**config.mk**
```make
export PLATFORM = sky130hd
export DESIGN_NAME = rsplot_front
export DESIGN_NICKNAME = d
export VERILOG_FILES = /design/src/rsplot_pkg.sv /design/src/rsplot_front.sv
export SDC_FILE = /design/constraint.sdc
export NUM_CORES = 1
export LEC_CHECK = 0
export BUFFER_PORTS_ARGS = -buffer_cell sky130_fd_sc_hd__buf_2
export CAP_MARGIN = 20
export CORE_MARGIN = 5
export CORE_UTILIZATION = 55
export CTS_BUF_LIST = sky130_fd_sc_hd__clkbuf_8
export CTS_CLUSTER_SIZE = 8
export DETAILED_ROUTE_END_ITERATION = 7
export PLACE_DENSITY = 0.81
export SLEW_MARGIN = 5
export SYNTH_ARGS = -nofsm -noshare
export SYNTH_HDL_FRONTEND = slang
export SYNTH_SLANG_ARGS = --single-unit
```
**constraint.sdc**
```tcl
create_clock -name clock -period 4.86 [get_ports clock]
set_clock_uncertainty 0.15 [all_clocks]
set_input_delay 0.243 -clock clock [delete_from_list [all_inputs] [get_ports clock]]
set_output_delay 0.243 -clock clock [all_outputs]
set_load 0.1 [all_outputs]
```
**src/rsplot_pkg.sv**
```systemverilog
// shared types for the raster shape plotter
package rsplot_pkg;

   typedef enum logic [1:0] {
      FUNC_READ   = 2'd0,
      FUNC_SQUARE = 2'd1,
      FUNC_DISC   = 2'd2,
      FUNC_LINE   = 2'd3
   } func_type;

   typedef struct packed {
      func_type           func;
      logic [7:0]         x0;
      logic [7:0]         y0;
      logic [7:0]         x1;
      logic [7:0]         y1;
      logic [5:0]         size;
      logic [3:0]         material;
      logic signed [7:0]  lo;
      logic signed [7:0]  hi;
      logic               skip;
   } cmd_type;

   typedef struct packed {
      logic pop;
      logic ready;
   } back_ctrl_type;

endpackage

```
**src/rsplot_front.sv**
```systemverilog
// command intake, decode and queue
module rsplot_front (
   input  logic                    clock,
   input  logic                    reset,
   input  logic                    req_valid,
   output logic                    req_stall,
   input  logic [1:0]              req_func,
   input  logic [7:0]              req_x0,
   input  logic [7:0]              req_y0,
   input  logic [7:0]              req_x1,
   input  logic [7:0]              req_y1,
   input  logic [5:0]              req_shape_size,
   input  logic [3:0]              req_material,
   input  rsplot_pkg::back_ctrl_type back_ctrl,
   output logic                    cmd_valid,
   output rsplot_pkg::cmd_type     cmd
);

   localparam int QUEUE_DEPTH = 2;
   localparam int PW = $clog2(QUEUE_DEPTH);

   rsplot_pkg::cmd_type q_ff [QUEUE_DEPTH];
   logic [PW-1:0] wptr_ff, wptr_in, rptr_ff, rptr_in;
   logic [PW:0]   cnt_ff, cnt_in;
   rsplot_pkg::cmd_type dec;
   logic [4:0] half;
   logic push;

   always_comb begin
      half = req_shape_size[5:1];
      dec.func = rsplot_pkg::func_type'(req_func);
      dec.x0 = req_x0;
      dec.y0 = req_y0;
      dec.x1 = req_x1;
      dec.y1 = req_y1;
      dec.size = req_shape_size;
      dec.material = req_material;
      dec.skip = 1'b0;
      case (dec.func)
         rsplot_pkg::FUNC_READ: begin
            dec.lo = 8'sd0;
            dec.hi = 8'sd0;
         end
         rsplot_pkg::FUNC_DISC: begin
            dec.lo = $signed(8'd0 - {3'b000, half});
            dec.hi = $signed({3'b000, half} + {7'd0, req_shape_size[0]});
         end
         default: begin
            dec.lo = $signed(8'd0 - {3'b000, half});
            dec.hi = $signed({3'b000, half} + {7'd0, req_shape_size[0]} - 8'd1);
            dec.skip = (req_shape_size == 6'd0);
         end
      endcase
   end

   assign req_stall = (cnt_ff == (PW+1)'(QUEUE_DEPTH)) || !back_ctrl.ready;
   assign push = req_valid && !req_stall;
   assign cmd_valid = (cnt_ff != '0);
   assign cmd = q_ff[rptr_ff];

   always_comb begin
      wptr_in = push ? wptr_ff + 1'b1 : wptr_ff;
      rptr_in = back_ctrl.pop ? rptr_ff + 1'b1 : rptr_ff;
      cnt_in = cnt_ff + (PW+1)'(push) - (PW+1)'(back_ctrl.pop);
   end

   always_ff @(posedge clock) begin
      if (reset) begin
         wptr_ff <= '0;
         rptr_ff <= '0;
         cnt_ff <= '0;
      end else begin
         wptr_ff <= wptr_in;
         rptr_ff <= rptr_in;
         cnt_ff <= cnt_in;
      end
      if (push) begin
         q_ff[wptr_ff] <= dec;
      end
   end

endmodule

```
==> results of run 1 <==
per-layer routing:
| layer | wire [µm] | vias up | part of all wire | global-route usage |
|---|---|---|---|---|
| met5 | 0 | - | 0 | 0 |
| met4 | 142 | 0 | 0.015 | 0.0687 |
| met3 | 572 | 14 | 0.059 | 0.0617 |
| met1 | 3970 | 1357 | 0.41 | 0.211 |
| met2 | 5020 | 92 | 0.52 | 0.344 |
| li1 | - | 1333 | - | - |
where the power goes:
part / internal (mW) / leakage [nW] / switching (mW)
logic: 0.163 / 1.12 / 0.584
registers: 1.21 / 1.10 / 0.0233
clock network: 0.519 / 0.204 / 0.434
flip-flops by register name, summed over array words and instances, names as in the netlist, named ones only:
register / flops
wptr_ff: 1
cnt_ff: 2
q_ff: 116
rptr_ff: 1
cells by family (layout without fill, tap and decap cells):
kind of cell    count (synthesis)  count (layout)  synth area share
buf+inv                        20             203            0.0214
simple gates                   32              32            0.0334
mux                            62              62             0.145
fa+ha+maj                       7               7            0.0183
compound gates                  7               7            0.0102
xor+xnor                       12              12            0.0235
flops                         121             121             0.748
synth_stat cells (all sizes together):
cell type	n	share of area
nor2	18	0.014
clkbuf	1	0.0010
xor2	5	0.0091
o21ai	2	0.0021
o211ai	1	0.0016
nand2	3	0.0024
nor3	1	0.0010
mux2	60	0.14
dfxtp	5	0.021
a22oi	1	0.0026
o22ai	2	0.0026
xnor2	7	0.014
nand4	3	0.0052
mux2i	2	0.0042
a31oi	1	0.0013
edfxtp	116	0.73
and4	2	0.0037
ha	7	0.018
nand3	2	0.0031
buf	10	0.013
or2	1	0.0013
inv	9	0.0071
nor2b	2	0.0026
area by class of cell:
cell class	count	area, µm²
Timing Repair Buffer	162	1080
Clock inverter	15	189
Clock buffer	17	234
Sequential cell	121	3580
Fill cell	528	2220
Inverter	9	33.8
Tap cell	108	135
Multi-Input combinational cell	120	1120
worst max-delay path: stages, from the launching register on:
cell and delay [ns]:
dfxtp_2 0.68, buf_4 0.54, mux2_2 0.40, buf_2 0.30
metrics by stage:
stage | cell area [µm²] | hold WS [ns] | utilization | power, mW
after floorplan | 4790 | 0.165 | - | 1.86
after global placement | 5450 | 0.280 | 0.634 | 1.96
after detailed placement | 5470 | 0.285 | 0.637 | 1.98
after CTS | 6350 | 0.00383 | 0.740 | 2.95
after global routing | 6370 | 0.00662 | 0.742 | 3.04
final | 6370 | 0.0348 | 0.742 | 2.94
path summary, 6_finish.rpt:
kind                                               to  slack, ns                  from
worst min register to register   rptr_ff$_SDFFE_PP0P_       0.40  rptr_ff$_SDFFE_PP0P_
worst min-delay path            q_ff[0][24]$_DFFE_PP_       0.03     req_shape_size[3]
worst max-delay path                          cmd[12]       2.11                  flop
worst max register to register  q_ff[1][20]$_DFFE_PP_       2.72  cnt_ff[1]$_SDFF_PP0_
placed cells by master (no fill, tap or decap), types with 3 or more instances in the layout:
cell,instances
mux2_2,58
dfxtp_1,4
clkinvlp_4,3
buf_2,111
edfxtp_1,116
xor2_1,5
clkbuf_8,17
nor2_1,16
inv_1,9
inv_6,6
dlygate4sd3_1,46
ha_1,7
buf_4,3
xnor2_1,6
nand2_1,3
bufinv_16,3
==> summary.md, run 1 <==
The run finished with clean final reports. Overall via count from detail_route: 2796. The placeable core region was 8590 µm²; the count of state elements after synthesis was 121. TritonCTS built the clock tree.

The tools report the relative slew slack as 0.585. After detailed routing, the number of vias per cell comes to 5.07. Detailed placement ended at an HPWL of 5900 µm. The highest clock rate was 363 MHz; the maximum fanout count along the critical path was 37. The H-tree was split into 4 levels.

The later pin in the worst-skew pair is clocked with a latency of 0.41 ns. The average instance in the mapped netlist occupies 18.4 µm². Setup repair after global routing left no endpoint under its margin. During synthesis, Yosys emitted a total of 0 warnings.

112 I/O pins were placed. CTS placed an instance of clkbuf_8 at the clock tree root. From left edge to right edge, the die measures 103 µm. The tools report the share of synthesized area occupied by flip-flops and latches as 0.748. The kind of critical path is flop to output pin. For the number of distinct standard cells referenced by the synthesized netlist, the log shows 29. For the worst setup path, the data arrival time is 2.36 ns. The clock passes through at most 2 buffers.

For the final routed database, the setup TNS stands at 0 ns. The congestion estimate from routability-driven global placement came to 0.783. Once the clock tree was built, the setup fixing pass inserted 0 buffers. The tree built by TritonCTS fans out to 121 sinks.

Across the run, the number of max-cap violations was 0. The clock-pin slew on the worst setup and hold paths is 0.08 ns, and the global-route total usage across every layer is 0.191. Entering global routing, the biggest net connects 38 pins.

At the end of the flow, the number of nets in the layout was 487. Post-CTS repair changed the size of 0 cells. For the hold violation count in the final report, the log shows 0. The count of nets left with antenna violations once routing finished came out at 0. For this design the ratio of total power to cell area is 461 nW/µm². After floorplanning, the core was divided into 34 placement rows.

Setup violations remaining at the end of the flow were counted as 0. Leakage power: 2.42 nW. 0 antenna diodes ended up in the layout. The post-layout minimum cycle time was 2.75 ns; the number of global-route vias before repair was 3036. The number of standard cells in the final layout excluding fillers is 552, and the number of buffers created by CTS is 17.

The share of layout cells above drive strength 1 was 0.480; the synthesized net count was 317. VDD sags by at most 0.299 mV. The required arrival time at the worst endpoint is 4.47 ns, and the number of antenna violations at the first check in global routing is 0. In this run the vertical extent of the chip is 103 µm.

The cell depth of the worst min-delay path is 1. The worst setup path is captured at an output pin. Depth of the worst register-to-register path: 5. For the synthesized netlist cell count, the log shows 261.

The min-delay analysis places its worst path in the category primary input to flop. The iteration count of the initial detailed-routing pass was 4; the setup slack at placement was 2.27 ns. The tools report the total congestion overflow after global routing as 0.

The starting utilization of the core area was 0.558; the final critical-path share of the clock period was 0.566. Nature of the critical path startpoint: a flop. The mapped netlist covers 4790 µm².

The logs give 46 for the number of buffers added to fix hold violations after cts and 10700 µm² for the die area. The number of port buffers is 111. The run gives 0 as the number of DRC violations after detailed routing. In this run, the number of DRC markers left after iteration 0 of detailed routing was 84. The run gives 9700 µm as the detailed-route wire length. The wire length of the first global-routing pass was 14900 µm; the routed length per instance was 17.6 µm. The area growth from synthesis to layout is 33.1%. The post-layout worst setup margin is 2.11 ns. For the pin with the worst max-slew slack, the measured transition is 0.619 ns. For the total count of max-transition violations in the final report, the log shows 0. The number of placed instances with taps included is 473.
Power figures use the tool's default switching activity.
==> run 2: changes to the inputs <==
--- a/config.mk
+++ b/config.mk
@@ -5,6 +5,7 @@
 export SDC_FILE = /design/constraint.sdc
 export NUM_CORES = 1
 export LEC_CHECK = 0
+export ABC_AREA = 1
 export BUFFER_PORTS_ARGS = -buffer_cell sky130_fd_sc_hd__buf_2
 export CAP_MARGIN = 20
 export CORE_MARGIN = 5
==> constraint.sdc (replaced) <==
create_clock -name clock -period 2.62 [get_ports clock]
set_clock_uncertainty 0.15 [all_clocks]
set_input_delay 0.131 -clock clock [delete_from_list [all_inputs] [get_ports clock]]
set_output_delay 0.131 -clock clock [all_outputs]
set_load 0.1 [all_outputs]
==> run 2 against run 1 <==
Compared with the run above: register-to-register slack worse by 2.1 ns; worst setup slack worse by 1.6 ns; via count up 2.6%; power up 75%; core utilization down 0.35 points; synthesized cell count up 9.2%; final cell count up 5.1%; clock power up 75%; combinational power up 63%; area after synthesis down 0.10%; largest cell class unchanged; largest power group unchanged; highest routed layer unchanged.
==> summary.md, run 2 <==
The arrival time of data at the critical path endpoint came out at 1.86 ns. By startpoint and endpoint, the worst setup path is classified as flop to output pin. The run gives 0.647 as the relative slew slack. q_ff holds more flip-flops than any other register. Final standard cell utilization of the core: 0.738. The root buffer cell chosen for the clock tree is clkbuf_8.

The share of total power in the clock network came out at 0.326. Startpoint of the most critical register-to-register path: cnt_ff[0]$_SDFF_PP0_. Number of antenna violations at the first check in global routing: 0. The endpoint of the worst hold-timing path was wptr_ff$_SDFFE_PP0P_. The detailed router finished its first iteration with 86 violations.

The total power per unit cell area is 810 nW/µm². TritonCTS built the clock tree. By area the synthesized netlist is led by edfxtp_1, mux2_2, nand2_1. Of all nets on the critical path, the largest fanout is 34. For the worst setup path, the data required time is 2.34 ns.

The tools report the starting utilization of the core area as 0.557. The run gives 34 as the placement row count. The run gives 285 as the synthesized netlist cell count. The global-route total usage across every layer was 0.183.

After detailed routing, the number of remaining DRC violations is 0. The total count of max-transition violations in the final report is 0. The number of placed instances with taps included is 501. The master of the slowest instance on the critical path is mux2_2. In the final routed layout, each cell accounts on average for 16.0 µm.

The most common cell in the synthesized netlist was edfxtp_1. The number of enable flip-flop cells after synthesis is 116. Entering global routing, the biggest net connects 39 pins. The share of Yosys cell area claimed by the top area cell type came out at 0.728. Part of the total power dissipated in sequential elements: 0.437.

The routability-driven placement congestion ratio was 0.793; the clock-pin slew on the worst setup and hold paths was 0.07 ns. The leakage power was 2.51 nW; the share of synthesized area occupied by flip-flops and latches was 0.749. The largest registers in the layout are q_ff (116), cnt_ff (2). The region available for standard cell placement spans 8590 µm². Max-cap violations in this run came to 0. The hold violation count in the final report was 0. The net total in the final layout was 515. For the synthesized net count, the log shows 341.

The tightest min-delay check is of the primary input to flop type. The tools report the detailed-route wire length as 9260 µm. The number of distinct standard cells referenced by the synthesized netlist was 21. For this run, the top clock speed supported by timing is 467 MHz. Setup repair after global routing left no endpoint under its margin. The layout has 563 filler cells. For the worst flop-to-flop path, the logic depth is 9. The share of layout cells above drive strength 1 was 0.439.

The startpoint identified for the worst hold timing path is req_valid. The run gives 1.71 mW as the switching power. The repair_antennas step left the layout with diodes totalling 0. The critical path's largest stage delay is 0.41 ns, and the count of state elements after synthesis is 121. The relative contribution of combinational cells to total power was 0.237. The final critical-path share of the clock period was 0.818. In this run, post-CTS repair resized a total of 0 instances. The layout-stage area growth over the synthesis result was 32.6%; the worst-case vdd ir drop was 0.406 mV. The H-tree was split into 4 levels.

After clock tree synthesis, the setup repair step added 0 buffers. In this run, post-CTS hold repair placed 47 buffers. The async set or reset register ratio after synthesis is 0. The most used flip-flop cell after synthesis was edfxtp_1. The library cell with the largest summed area after synthesis was edfxtp_1. The clock drives 121 sinks. Setup slack at placement: 0.642 ns.

The iteration count of the initial detailed-routing pass came out at 4. The die covers 10700 µm². The fraction of power spent switching nets works out to 0.332. The HPWL after detailed placement is 6030 µm. The worst hold path was traced through 4 stages.

The final total negative setup slack is 0 ns. The number of warnings reported in the yosys synthesis log is 0. The flow ran to the end, and the final reports show no timing, DRC or antenna violations. The register with the most flip-flops in the layout has 116 of them.

The post-layout worst setup margin came out at 0.478 ns. The overall via count from detail_route is 2869, and the slew of the pin with the lowest slew margin is 0.530 ns. The clock reaches the later pin of the worst-skew pair after 0.41 ns. Sorting the synthesized cells by how often they occur yields edfxtp_1, mux2_2, nand2_1. Leaving out fill and tap cells, the most frequent cell in the layout is edfxtp_1. The vias per cell works out to 4.95.

Traced cell by cell, the critical path runs through buf_4 > mux2_2 > buf_2. The logs give 3117 for the number of global-route vias before repair and 5.14 mW for the total power. The mean cell area of the mapped netlist came out at 16.8 µm².

The worst setup path is captured at an output pin. The first global-routing pass estimated 14400 µm of wire. The tools report the slack of the worst reg-to-reg path as 0.66 ns.

The nature of the critical path startpoint is a flop. The run gives 2 as the maximum count of clock buffers along a single path. In the layout the commonest cells are edfxtp_1, buf_2, mux2_2, dlygate4sd3_1, nand2_1. The finished layout holds 580 standard cells, fillers aside. The total congestion overflow after global routing is 0, and the netlist area before placement is 4790 µm². For this design the top-level I/O count stands at 112. Measured along the x axis, the die boundary spans 103 µm. In this run the remaining antenna-violating nets after routing total 0. The endpoint identified for the worst register-to-register timing path is cnt_ff[1]$_SDFF_PP0_.

The internal portion of the total power is 3.43 mW. The chip height was 103 µm; the post-layout minimum cycle time was 2.14 ns. The number of clock buffers added by TritonCTS is 17. The number of port buffers was 111; the final number of setup-violating endpoints was 0.
-- run 2: power groups by stage --
| stage | combinational (mW) | sequential [mW] | clock, mW |
|---|---|---|---|
| final | 1.22 | 2.25 | 1.67 |
| after global routing | 1.27 | 2.25 | 1.81 |
| after CTS | 1.23 | 2.25 | 1.71 |
| after detailed placement | 1.17 | 2.29 | 0 |
| after global placement | 1.15 | 2.28 | 0 |
| after floorplan | 0.980 | 2.28 | 0 |
-- run 2: critical path: cells and delay by family, from the launching register on --
family,cells,cell delay (ns)
muxes,1,0.41
DFF,1,0.33
buffers and inverters,2,0.70
-- run 2: how the worst max path moves through the flow --
stage | cells past startpoint | to | from | slack [ns]
2_1_floorplan | 4 | q_ff[1][0]$_DFFE_PP_ | cnt_ff[0]$_SDFF_PP0_ | -0.07
3_3_place_gp | 11 | q_ff[0][5]$_DFFE_PP_ | req_shape_size[0] | 0.82
3_5_place_dp | 9 | cnt_ff[1]$_SDFF_PP0_ | cnt_ff[0]$_SDFF_PP0_ | 0.64
4_1_cts | 3 | cmd[8] | flop | 0.44
5_1_grt | 3 | cmd[8] | flop | 0.38
6_report | 3 | cmd[16] | flop | 0.48
-- run 2: layer usage --
| layer | up-vias | wire [µm] | track usage |
|---|---|---|---|
| li1 | 1395 | - | - |
| met1 | 1378 | 3620 | 0.197 |
| met2 | 90 | 5050 | 0.338 |
| met3 | 6 | 528 | 0.0563 |
| met4 | 0 | 58 | 0.0618 |
| met5 | - | 0 | 0 |
-- run 2: cells by family (layout without fill, tap and decap cells) --
family                     after synthesis  count (layout)  synth area share
muxes                                   58              58             0.136
adders and majority gates                7               7            0.0183
DFF                                    121             121             0.749
xor gates and xnor gates                 3               3           0.00549
buffers and inverters                   31             218            0.0322
AOI/OAI and AO/OA                       11              11            0.0123
and+or+nand+nor                         54              54            0.0465
-- run 2: cell type report --
class / count / area (µm²) / area share
Clock buffer: 17 / 234 / 0.0369
Clock inverter: 15 / 174 / 0.0274
Inverter: 22 / 82.6 / 0.0130
Multi-Input combinational cell: 133 / 1060 / 0.168
Sequential cell: 121 / 3580 / 0.565
Tap cell: 108 / 135 / 0.0213
Timing Repair Buffer: 164 / 1070 / 0.169
-- run 2: per-stage QoR --
stage | instance area, µm² | hold WS [ns]
5_1_grt | 6340 | 0.150
3_5_place_dp | 5470 | 0.173
6_report | 6340 | 0.135
3_3_place_gp | 5470 | 0.168
4_1_cts | 6340 | 0.109
2_1_floorplan | 4790 | 0.0522
